==> config.mk <==
export PLATFORM = sky130hd
export DESIGN_NAME = grid_cell_six_neighbors
export DESIGN_NICKNAME = d
export VERILOG_FILES = /design/src/gcsn_pkg.sv /design/src/gcsn_front.sv /design/src/gcsn_queue.sv /design/src/gcsn_back.sv /design/src/grid_cell_six_neighbors.sv
export VERILOG_INCLUDE_DIRS = /design/src /design/src/src
export SDC_FILE = /design/constraint.sdc
export NUM_CORES = 2
export LEC_CHECK = 0
export BUFFER_PORTS_ARGS = -buffer_cell sky130_fd_sc_hd__buf_4
export CAP_MARGIN = 20
export CORE_ASPECT_RATIO = 2
export CORE_UTILIZATION = 55
export CTS_CLUSTER_DIAMETER = 30
export DETAILED_ROUTE_END_ITERATION = 6
export PLACE_DENSITY = 0.71
export SLEW_MARGIN = 5
export SYNTH_ARGS = -nofsm -noshare
export SYNTH_HDL_FRONTEND = slang
export SYNTH_SLANG_ARGS = --single-unit
==> constraint.sdc <==
create_clock -name clk -period 79.5 [get_ports clk]
set_input_delay 15.9 -clock clk [delete_from_list [all_inputs] [get_ports clk]]
set_output_delay 15.9 -clock clk [all_outputs]
set_load 0.005 [all_outputs]
==> src/assert_macros.svh <==
// Assertion macros shared by the stencil modules.
// Each macro expects signals named clk and rst_n in the scope where it is used.
`ifndef ASSERT_MACROS_SVH
`define ASSERT_MACROS_SVH

// Plain property, checked on every rising edge outside reset.
`define GCSN_ASSERT(name, prop, msg) \
    name: assert property (@(posedge clk) disable iff (!rst_n) (prop)) \
        else $error(msg);

// Same-cycle implication, checked on every rising edge outside reset.
`define GCSN_ASSERT_IMPL(name, ante, cons, msg) \
    name: assert property (@(posedge clk) disable iff (!rst_n) (ante) |-> (cons)) \
        else $error(msg);

`endif

==> src/gcsn_pkg.sv <==
// Types and constants shared by the six-neighbour grid stencil modules.
// No dependencies.
package gcsn_pkg;

    localparam int EXT_W     = 11;
    localparam int NUM_W     = 30;
    localparam int LAYER_W   = 2 * EXT_W;
    localparam int TOTAL_W   = 3 * EXT_W;
    localparam int DIR_W     = 3;
    localparam int ST_W      = 2;
    localparam int NDIR      = 6;
    localparam int CFG_IDX_W = 2;
    localparam int STAGES    = 2 * EXT_W;
    localparam int QDEPTH    = 4;
    localparam int QPTR_W    = 2;

    localparam logic [CFG_IDX_W-1:0] CFG_EXTENT_X = 2'd0;
    localparam logic [CFG_IDX_W-1:0] CFG_EXTENT_Y = 2'd1;
    localparam logic [CFG_IDX_W-1:0] CFG_EXTENT_Z = 2'd2;

    localparam logic [DIR_W-1:0] DIR_PX = 3'd0;
    localparam logic [DIR_W-1:0] DIR_MX = 3'd1;
    localparam logic [DIR_W-1:0] DIR_PY = 3'd2;
    localparam logic [DIR_W-1:0] DIR_MY = 3'd3;
    localparam logic [DIR_W-1:0] DIR_PZ = 3'd4;
    localparam logic [DIR_W-1:0] DIR_MZ = 3'd5;

    localparam logic [ST_W-1:0] ST_OK    = 2'd0;
    localparam logic [ST_W-1:0] ST_NONE  = 2'd1;
    localparam logic [ST_W-1:0] ST_RANGE = 2'd2;

    typedef struct packed {
        logic [EXT_W-1:0]   ex;
        logic [EXT_W-1:0]   ey;
        logic [EXT_W-1:0]   ez;
        logic [LAYER_W-1:0] layer;
        logic [TOTAL_W-1:0] total;
    } geom_t;

    typedef struct packed {
        logic [NUM_W-1:0] num;
        logic [NDIR-1:0]  mask;
        logic [ST_W-1:0]  status;
    } item_t;

endpackage

==> src/gcsn_front.sv <==
// Front end: accepts cell numbers, splits them into coordinates with a pipelined
// restoring divider and classifies which face neighbours exist. Uses gcsn_pkg.
`include "assert_macros.svh"

module gcsn_front
    import gcsn_pkg::*;
(
    input  logic             clk,
    input  logic             rst_n,
    input  geom_t            geom,
    input  logic             settle_busy,
    input  logic             in_valid,
    output logic             in_stall,
    input  logic [NUM_W-1:0] cell_number,
    input  logic             q_full,
    output logic             push,
    output item_t            push_item
);

    logic             v_reg   [0:STAGES];
    logic             err_reg [0:STAGES];
    logic [NUM_W-1:0] num_reg [0:STAGES];
    logic [NUM_W-1:0] rem_reg [0:STAGES];
    logic [EXT_W-1:0] zq_reg  [0:STAGES];
    logic [EXT_W-1:0] yq_reg  [0:STAGES];

    logic [NUM_W-1:0] rem_next [1:STAGES];
    logic [EXT_W-1:0] zq_next  [1:STAGES];
    logic [EXT_W-1:0] yq_next  [1:STAGES];

    logic             advance;
    logic [EXT_W-1:0] x_c;
    logic [EXT_W:0]   x_inc;
    logic [EXT_W:0]   y_inc;
    logic [EXT_W:0]   z_inc;

    // The whole pipe holds only when its last stage cannot hand over to the queue.
    assign advance  = !(v_reg[STAGES] && q_full);
    assign in_stall = !advance || settle_busy;

    // First EXT_W stages give z = n / layer one bit each, the next EXT_W give y = rem / ex.
    always_comb
    begin
        logic [TOTAL_W-1:0] dvs;
        logic [TOTAL_W-1:0] rem_w;
        logic               ge;
        for (int i = 0; i < STAGES; i++)
        begin
            rem_w = TOTAL_W'(rem_reg[i]);
            if (i < EXT_W)
                dvs = TOTAL_W'(geom.layer) << (EXT_W - 1 - i);
            else
                dvs = TOTAL_W'(geom.ex) << (STAGES - 1 - i);
            ge = (rem_w >= dvs);
            rem_next[i+1] = ge ? NUM_W'(rem_w - dvs) : rem_reg[i];
            zq_next[i+1]  = zq_reg[i];
            yq_next[i+1]  = yq_reg[i];
            if (i < EXT_W)
                zq_next[i+1][EXT_W-1-i] = ge;
            else
                yq_next[i+1][STAGES-1-i] = ge;
        end
    end

    always_ff @(posedge clk or negedge rst_n)
    begin
        if (!rst_n)
        begin
            for (int i = 0; i <= STAGES; i++)
                v_reg[i] <= 1'b0;
        end
        else if (advance)
        begin
            v_reg[0] <= in_valid && !settle_busy;
            for (int i = 1; i <= STAGES; i++)
                v_reg[i] <= v_reg[i-1];
        end
    end

    always_ff @(posedge clk)
    begin
        if (advance)
        begin
            num_reg[0] <= cell_number;
            rem_reg[0] <= cell_number;
            err_reg[0] <= (TOTAL_W'(cell_number) >= geom.total);
            zq_reg[0]  <= '0;
            yq_reg[0]  <= '0;
            for (int i = 1; i <= STAGES; i++)
            begin
                num_reg[i] <= num_reg[i-1];
                err_reg[i] <= err_reg[i-1];
                rem_reg[i] <= rem_next[i];
                zq_reg[i]  <= zq_next[i];
                yq_reg[i]  <= yq_next[i];
            end
        end
    end

    // The final remainder is x; it is below ex, so the low bits hold all of it.
    assign x_c   = rem_reg[STAGES][EXT_W-1:0];
    assign x_inc = {1'b0, x_c} + 1'b1;
    assign y_inc = {1'b0, yq_reg[STAGES]} + 1'b1;
    assign z_inc = {1'b0, zq_reg[STAGES]} + 1'b1;

    always_comb
    begin
        push_item.num = num_reg[STAGES];
        push_item.mask[DIR_PX] = x_inc < {1'b0, geom.ex};
        push_item.mask[DIR_MX] = x_c != '0;
        push_item.mask[DIR_PY] = y_inc < {1'b0, geom.ey};
        push_item.mask[DIR_MY] = yq_reg[STAGES] != '0;
        push_item.mask[DIR_PZ] = z_inc < {1'b0, geom.ez};
        push_item.mask[DIR_MZ] = zq_reg[STAGES] != '0;
        if (err_reg[STAGES])
        begin
            push_item.mask   = '0;
            push_item.status = ST_RANGE;
        end
        else if (push_item.mask == '0)
            push_item.status = ST_NONE;
        else
            push_item.status = ST_OK;
    end

    assign push = v_reg[STAGES] && !q_full;

    `GCSN_ASSERT_IMPL(a_front_ok_has_mask, push && push_item.status == ST_OK, push_item.mask != '0, "ok item without neighbours")
    `GCSN_ASSERT_IMPL(a_front_hold_input, settle_busy, in_stall, "input taken before the products settled")

endmodule

==> src/gcsn_queue.sv <==
// Short item queue between the classifying front end and the result emitter.
// Uses gcsn_pkg for the item type and depth.
`include "assert_macros.svh"

module gcsn_queue
    import gcsn_pkg::*;
(
    input  logic  clk,
    input  logic  rst_n,
    input  logic  push,
    input  item_t push_item,
    input  logic  pop,
    output item_t head,
    output logic  full,
    output logic  empty
);

    item_t              mem_reg [0:QDEPTH-1];
    logic [QPTR_W-1:0]  wr_ptr_reg;
    logic [QPTR_W-1:0]  rd_ptr_reg;
    logic [QPTR_W:0]    count_reg;
    logic [QPTR_W:0]    count_next;

    assign full  = (count_reg == (QPTR_W + 1)'(QDEPTH));
    assign empty = (count_reg == '0);
    assign head  = mem_reg[rd_ptr_reg];

    always_comb
    begin
        count_next = count_reg;
        if (push && !pop)
            count_next = count_reg + 1'b1;
        else if (pop && !push)
            count_next = count_reg - 1'b1;
    end

    always_ff @(posedge clk or negedge rst_n)
    begin
        if (!rst_n)
        begin
            wr_ptr_reg <= '0;
            rd_ptr_reg <= '0;
            count_reg  <= '0;
        end
        else
        begin
            if (push)
                wr_ptr_reg <= wr_ptr_reg + 1'b1;
            if (pop)
                rd_ptr_reg <= rd_ptr_reg + 1'b1;
            count_reg <= count_next;
        end
    end

    always_ff @(posedge clk)
    begin
        if (push)
            mem_reg[wr_ptr_reg] <= push_item;
    end

    `GCSN_ASSERT(a_queue_no_overflow, !(push && full), "push into a full queue")
    `GCSN_ASSERT(a_queue_no_underflow, !(pop && empty), "pop from an empty queue")

endmodule

==> src/gcsn_back.sv <==
// Back end: walks the neighbour mask of the queue head and emits one result beat
// per cycle, unless out_stall holds it, into a registered output stage. Uses gcsn_pkg.
`include "assert_macros.svh"

module gcsn_back
    import gcsn_pkg::*;
(
    input  logic             clk,
    input  logic             rst_n,
    input  geom_t            geom,
    input  item_t            head,
    input  logic             q_empty,
    output logic             pop,
    output logic             out_valid,
    input  logic             out_stall,
    output logic [NUM_W-1:0] neighbor_number,
    output logic [DIR_W-1:0] direction,
    output logic [ST_W-1:0]  status,
    output logic             last
);

    logic             cur_valid_reg;
    logic [NUM_W-1:0] cur_num_reg;
    logic [NDIR-1:0]  cur_mask_reg;
    logic [ST_W-1:0]  cur_status_reg;

    logic             out_valid_reg;
    logic [NUM_W-1:0] neighbor_reg;
    logic [DIR_W-1:0] dir_reg;
    logic [ST_W-1:0]  status_reg;
    logic             last_reg;

    logic [NDIR-1:0]    pick;
    logic [NDIR-1:0]    remaining;
    logic [DIR_W-1:0]   dir_c;
    logic               found;
    logic               is_last;
    logic               out_free;
    logic               emit;
    logic               finishing;
    logic               is_minus;
    logic [LAYER_W-1:0] offset;
    logic [NUM_W-1:0]   nb_c;

    // Lowest set bit first gives the order +x, -x, +y, -y, +z, -z.
    always_comb
    begin
        pick  = '0;
        found = 1'b0;
        dir_c = DIR_PX;
        for (int d = 0; d < NDIR; d++)
        begin
            if (cur_mask_reg[d] && !found)
            begin
                pick[d] = 1'b1;
                found   = 1'b1;
                dir_c   = DIR_W'(d);
            end
        end
    end

    assign remaining = cur_mask_reg & ~pick;
    assign is_last   = (cur_status_reg != ST_OK) || (remaining == '0);
    assign out_free  = !out_valid_reg || !out_stall;
    assign emit      = cur_valid_reg && out_free;
    assign finishing = emit && is_last;
    assign pop       = (!cur_valid_reg || finishing) && !q_empty;

    always_comb
    begin
        case (dir_c)
            DIR_PX, DIR_MX: offset = LAYER_W'(1);
            DIR_PY, DIR_MY: offset = LAYER_W'(geom.ex);
            default:        offset = geom.layer;
        endcase
    end

    assign is_minus = (dir_c == DIR_MX) || (dir_c == DIR_MY) || (dir_c == DIR_MZ);
    assign nb_c     = is_minus ? cur_num_reg - NUM_W'(offset) : cur_num_reg + NUM_W'(offset);

    always_ff @(posedge clk or negedge rst_n)
    begin
        if (!rst_n)
        begin
            cur_valid_reg <= 1'b0;
            out_valid_reg <= 1'b0;
        end
        else
        begin
            if (pop)
                cur_valid_reg <= 1'b1;
            else if (finishing)
                cur_valid_reg <= 1'b0;
            if (out_free)
                out_valid_reg <= emit;
        end
    end

    always_ff @(posedge clk)
    begin
        if (pop)
        begin
            cur_num_reg    <= head.num;
            cur_mask_reg   <= head.mask;
            cur_status_reg <= head.status;
        end
        else if (emit)
            cur_mask_reg <= remaining;

        if (emit)
        begin
            if (cur_status_reg == ST_OK)
            begin
                neighbor_reg <= nb_c;
                dir_reg      <= dir_c;
            end
            else
            begin
                neighbor_reg <= '0;
                dir_reg      <= DIR_PX;
            end
            status_reg <= cur_status_reg;
            last_reg   <= is_last;
        end
    end

    assign out_valid       = out_valid_reg;
    assign neighbor_number = neighbor_reg;
    assign direction       = dir_reg;
    assign status          = status_reg;
    assign last            = last_reg;

    `GCSN_ASSERT_IMPL(a_back_flag_single, out_valid_reg && status_reg != ST_OK, last_reg && neighbor_reg == '0, "status beat not single or not zeroed")
    `GCSN_ASSERT_IMPL(a_back_ok_mask, cur_valid_reg && cur_status_reg == ST_OK && !$past(emit), cur_mask_reg != '0, "fresh ok item with empty mask")

endmodule

==> src/grid_cell_six_neighbors.sv <==
// Six-neighbour stencil on a 3D grid: a linear cell number goes in, the linear numbers
// of its face neighbours inside the grid come out, one result beat each, order +x, -x,
// +y, -y, +z, -z, with last on the final beat. An item gives one beat per result, 1 to
// 6, and the emitter gives one beat per cycle unless out_stall holds it; the front end
// divider takes a new cell number every cycle unless in_stall is set, and passes it
// through its registered stages to the queue, and a four-entry queue lets it run ahead
// of the emitter. After an extent write the input is held while the layer and cell-count
// products are formed. Written extents of 0 read as 1, above MAX_EXTENT as MAX_EXTENT.

module grid_cell_six_neighbors
    import gcsn_pkg::*;
#(
    parameter int MAX_EXTENT = 1024
)
(
    input  logic                 clk,
    input  logic                 rst_n,
    input  logic                 cfg_valid,
    output logic                 cfg_ready,
    input  logic [CFG_IDX_W-1:0] cfg_index,
    input  logic [EXT_W-1:0]     cfg_data,
    input  logic                 in_valid,
    output logic                 in_stall,
    input  logic [NUM_W-1:0]     cell_number,
    output logic                 out_valid,
    input  logic                 out_stall,
    output logic [NUM_W-1:0]     neighbor_number,
    output logic [DIR_W-1:0]     direction,
    output logic [ST_W-1:0]      status,
    output logic                 last
);

    localparam logic [1:0] SETTLE_CYCLES = 2'd2;

    function automatic logic [EXT_W-1:0] clamp_extent(input logic [EXT_W-1:0] v);
        logic [EXT_W-1:0] r;
        if (v == '0)
            r = EXT_W'(1);
        else if (int'(v) > MAX_EXTENT)
            r = EXT_W'(MAX_EXTENT);
        else
            r = v;
        return r;
    endfunction

    logic [EXT_W-1:0]   ex_reg;
    logic [EXT_W-1:0]   ey_reg;
    logic [EXT_W-1:0]   ez_reg;
    logic [LAYER_W-1:0] layer_reg;
    logic [TOTAL_W-1:0] total_reg;
    logic [1:0]         settle_reg;
    logic               cfg_write;
    geom_t              geom;

    logic  push;
    item_t push_item;
    logic  pop;
    item_t head;
    logic  q_full;
    logic  q_empty;

    assign cfg_ready = 1'b1;
    assign cfg_write = cfg_valid && cfg_ready;

    always_ff @(posedge clk or negedge rst_n)
    begin
        if (!rst_n)
        begin
            ex_reg     <= EXT_W'(1);
            ey_reg     <= EXT_W'(1);
            ez_reg     <= EXT_W'(1);
            layer_reg  <= LAYER_W'(1);
            total_reg  <= TOTAL_W'(1);
            settle_reg <= '0;
        end
        else
        begin
            if (cfg_write)
            begin
                case (cfg_index)
                    CFG_EXTENT_X: ex_reg <= clamp_extent(cfg_data);
                    CFG_EXTENT_Y: ey_reg <= clamp_extent(cfg_data);
                    CFG_EXTENT_Z: ez_reg <= clamp_extent(cfg_data);
                    default: ;
                endcase
                settle_reg <= SETTLE_CYCLES;
            end
            else if (settle_reg != '0)
                settle_reg <= settle_reg - 1'b1;
            layer_reg <= LAYER_W'(ex_reg) * LAYER_W'(ey_reg);
            total_reg <= TOTAL_W'(layer_reg) * TOTAL_W'(ez_reg);
        end
    end

    always_comb
    begin
        geom.ex    = ex_reg;
        geom.ey    = ey_reg;
        geom.ez    = ez_reg;
        geom.layer = layer_reg;
        geom.total = total_reg;
    end

    gcsn_front u_front (
        .clk         (clk),
        .rst_n       (rst_n),
        .geom        (geom),
        .settle_busy (settle_reg != '0),
        .in_valid    (in_valid),
        .in_stall    (in_stall),
        .cell_number (cell_number),
        .q_full      (q_full),
        .push        (push),
        .push_item   (push_item)
    );

    gcsn_queue u_queue (
        .clk       (clk),
        .rst_n     (rst_n),
        .push      (push),
        .push_item (push_item),
        .pop       (pop),
        .head      (head),
        .full      (q_full),
        .empty     (q_empty)
    );

    gcsn_back u_back (
        .clk             (clk),
        .rst_n           (rst_n),
        .geom            (geom),
        .head            (head),
        .q_empty         (q_empty),
        .pop             (pop),
        .out_valid       (out_valid),
        .out_stall       (out_stall),
        .neighbor_number (neighbor_number),
        .direction       (direction),
        .status          (status),
        .last            (last)
    );

endmodule
==> impl_results.md <==
* Design area at approximately 110,000 µm²
* Post-synth top area share at 0.544
* Layout net count at between 8,000 and 9,000
* Avg WL per Cell at 23.0 µm
* Largest register FFs at 671
* CP arrival at 2.11 ns
* Worst-Margin Slew at 1.20 ns
* GRT Max-Usage Layer: met2
* Starting Density at 0.555
* GRT overflow at 0
* Initial DRT Pass Iterations at 7
* Grt met1 use at 0.271
* Post-CTS Setup Bufs at 0
* Sequential-to-total area share from yosys stat at 0.575
* Vias in the first global route at about 64,000
* CP max stage cell: dfrtp_1
* Row cnt at between 200 and 250
* Setup CP Type: reg -> out
* # DRC at 0
* Critical Path Max Stage Delay at 0.44 ns
* #FFs+latches synth at 1,900
* Post-place instance area at 102,000 µm²
* Sequential share of power at 0.372
* Hpwl dp at approximately 170 mm
* Family with the most delay on the worst path: simple AND/OR/NAND/NOR gates
* Clock Sinks at between 1,500 and 2,000
* Via count at around 62,000
* Clock slew at reported path FFs at roughly 0.07 ns
* Met3 usage at 0.0406
* Area Overhead vs Synth at 11.7%
* Die Y at 599 µm
* Comb pwr share at 0.428
* Slew Viols, Final at 0
* Num CTS Buffers at 229
* Largest net degree at the start of global routing at 202
* Final Non-Filler Cells at 10,386
* Yosys warns at 0
* Power share of the clock group at 0.200
* HP Start: u_front.num_reg[1][183]
* Die area at 180,000 µm²
* Cells on worst reg2reg path at 21
* Placed Cells at just under 10,000
* Worst endpoint required time at about 64 ns
* Core Footprint at 177,000 µm²
* Post-DRT Antenna Nets at 0
* Static Leak at 43.0 nW
* Crit-path cells: nor2_1, nand3_4, nand2_1, buf_4
* First-pass GRT wire length at 362 mm
* Post-synth EDFFs at around 1,800
* Max cap viols at 0
* Critical path buffer and inverter count at 1
* Slew Limit Headroom at 0.202
* Net switching power at 2.02 mW
* Ys async rst share at 0.0642
* Reg2reg end: total_reg[22]
* CTS tree: done
* Final Wtd Congestion at 0.953
* R2r startpoint: layer_reg[2]
* Initial antenna violation count at 2
* HP Class: reg -> reg
* CTS Root Cell: clkbuf_16
* Share of cells above drive strength 1 at 0.103
* Vias per cell at about 6
* Total Routed Length at between 200 and 250 mm
* Clock Tree Buf Depth at 4
* Leading area contributor after synthesis: edfxtp_1
* Status: finished clean
* Sw Share at 0.386
* Setup Viol. Count Final at 0
* Synth cell types at 101
* PwrDens at 47.9 nW/µm²
* Setup total negative slack at 0 ns
* Worst IR drop on VDD at 0.0305 mV
* I/O pin count at 87
* Post-synth top flop: edfxtp_1
* Met2 usage at 0.489
* Clk_skew at 0.0905 ns
* Clock Latency Late Sink at 0.92 ns
* Synth Net Count at 8,571
* Crit Path Max Fanout at 4
* # hold bufs at CTS at 0
* Worst Hold Depth at 0
* Avg Inst Size Synth at approximately 13 µm²
* Min Tclk post-route at between 15 and 20 ns
* RSZ-0062 raised after global routing: false
* Peak Freq at 0.0555 GHz
* Syn Std Cell Area at 98,100 µm²
* GRT Total Usage at 0.267
* Worst Hold Path EP: u_front.num_reg[1][213]
* CTS resizes at 0
* Critical Path End Type: primary output
* Int Pwr at 3.22 mW
* IO buf count at 85
* Initial drt markers at 4,567
* Syn Inst Count at 7,647
* Startpoint types: flop
* DIE WIDTH at between 300 and 400 µm
* R2R setup slack at 72.12 ns
* Area contributors post-synth: edfxtp_1 54%, ha_1 7.6%, fa_1 5.8%, dfrtp_1 3.0%, xnor2_1 2.5%
* Final Cycle Share at 0.227
* Max H-tree Level at 4
* Final Hold Viols at 0
## Yosys cell counts, drive strengths merged (74+ instances only)
cell type,count
or3,74
mux2,157
fa,283
nor2,547
nand2b,89
nand3,105
nor4,100
xnor2,280
nand2,614
a21o,143
edfxtp,1778
o21ai,354
o21a,78
xor2,229
inv,538
nor3,134
dfrtp,117
clkbuf,146
ha,593
a21oi,396
nor2b,75
## power groups by stage
| stage | combinational, mW | clock [mW] | sequential [mW] |
|---|---|---|---|
| global placement | 2.14 | 0 | 1.93 |
| CTS | 2.22 | 1.07 | 1.95 |
| floorplan | 1.67 | 0 | 1.92 |
| finish | 2.24 | 1.05 | 1.95 |
| detailed placement | 2.20 | 0 | 1.96 |
| global route | 2.47 | 1.11 | 1.99 |
## worst reg2reg max path, cell delays in order (launching register included)
cell and delay (ns):
dfrtp_1 0.67, clkinv_1 0.81, buf_4 0.50, nor2_1 0.18, fa_1 0.44, ha_1 0.29
inv_1 0.05, fa_1 0.54, inv_1 0.06, fa_1 0.54, inv_1 0.06, fa_1 0.54
inv_1 0.04, ha_1 0.22, or3_1 0.41, o211ai_1 0.29, a311oi_1 0.18, o21a_1 0.21
o21ai_0 0.27, a21boi_0 0.24, or4b_2 0.67, nand4_1 0.12
## kinds of logic (layout without fill, tap and decap cells)
group,Yosys count,count (layout),share of synthesized area
AO/OA/AOI/OAI,1357,1357,0.0866
XOR/XNOR,509,509,0.0454
adder cells (fa/ha/maj),877,877,0.133
buffers and inverters,718,1142,0.0278
flip-flops,1900,1900,0.575
multiplexers,220,220,0.0293
other,1,6,0.0000382
AND/OR/NAND/NOR,2065,2065,0.102
## cell type report
| class | instances | area (µm²) |
|---|---|---|
| fillers | 13195 | 67200 |
| flip-flops and latches | 1900 | 56500 |
| multi-input cells | 5029 | 39000 |
| clock buffers | 248 | 5840 |
| well taps | 2310 | 2890 |
| inverters | 543 | 2040 |
| clock inverters | 174 | 1890 |
| repair buffers | 177 | 1470 |
| diodes | 5 | 12.5 |
## routing by layer
layer | vias up | wire (µm)
met3 | 781 | 13400
met4 | 0 | 20200
met1 | 30672 | 79100
met2 | 2080 | 126000
met5 | - | 0
li1 | 28543 | -
## worst max path at each step
stage                       endpoint  slack [ns]                 start  depth (start not counted)
2_1_floorplan               in_stall       19.04  u_queue.count_reg[0]                          4
3_3_place_gp   u_front.err_reg[0][0]       61.07        cell_number[1]                         11
3_5_place_dp   u_front.err_reg[0][0]       61.07        cell_number[1]                         11
4_1_cts                     in_stall       61.42  u_queue.count_reg[0]                          4
5_1_grt                     in_stall       61.37  u_queue.count_reg[0]                          4
6_report                    in_stall       61.49  u_queue.count_reg[0]                          4
## cells in the final DEF (no fill, tap or decap), drive strengths merged, types with 78 or more instances in the layout
cell,n
edfxtp,1778
inv,615
nand2,614
ha,593
nor2,547
a21oi,396
o21ai,354
fa,283
xnor2,280
clkbuf,248
xor2,229
buf,177
mux2,157
a21o,143
nor3,134
dfrtp,117
nand3,105
nor4,100
nand2b,89
o21a,78
## through the flow
| stage | hold WS [ns] | total power, mW | util | worst slack, ns |
|---|---|---|---|---|
| floorplan | 0.400 | 3.58 | - | 19.04 |
| global placement | 0.400 | 4.08 | 0.575 | 61.07 |
| detailed placement | 0.405 | 4.16 | 0.575 | 61.07 |
| CTS | 0.350 | 5.24 | 0.619 | 61.42 |
| global route | 0.359 | 5.56 | 0.620 | 61.37 |
| finish | 0.358 | 5.25 | 0.620 | 61.49 |
Power figures use the tool's default switching activity.
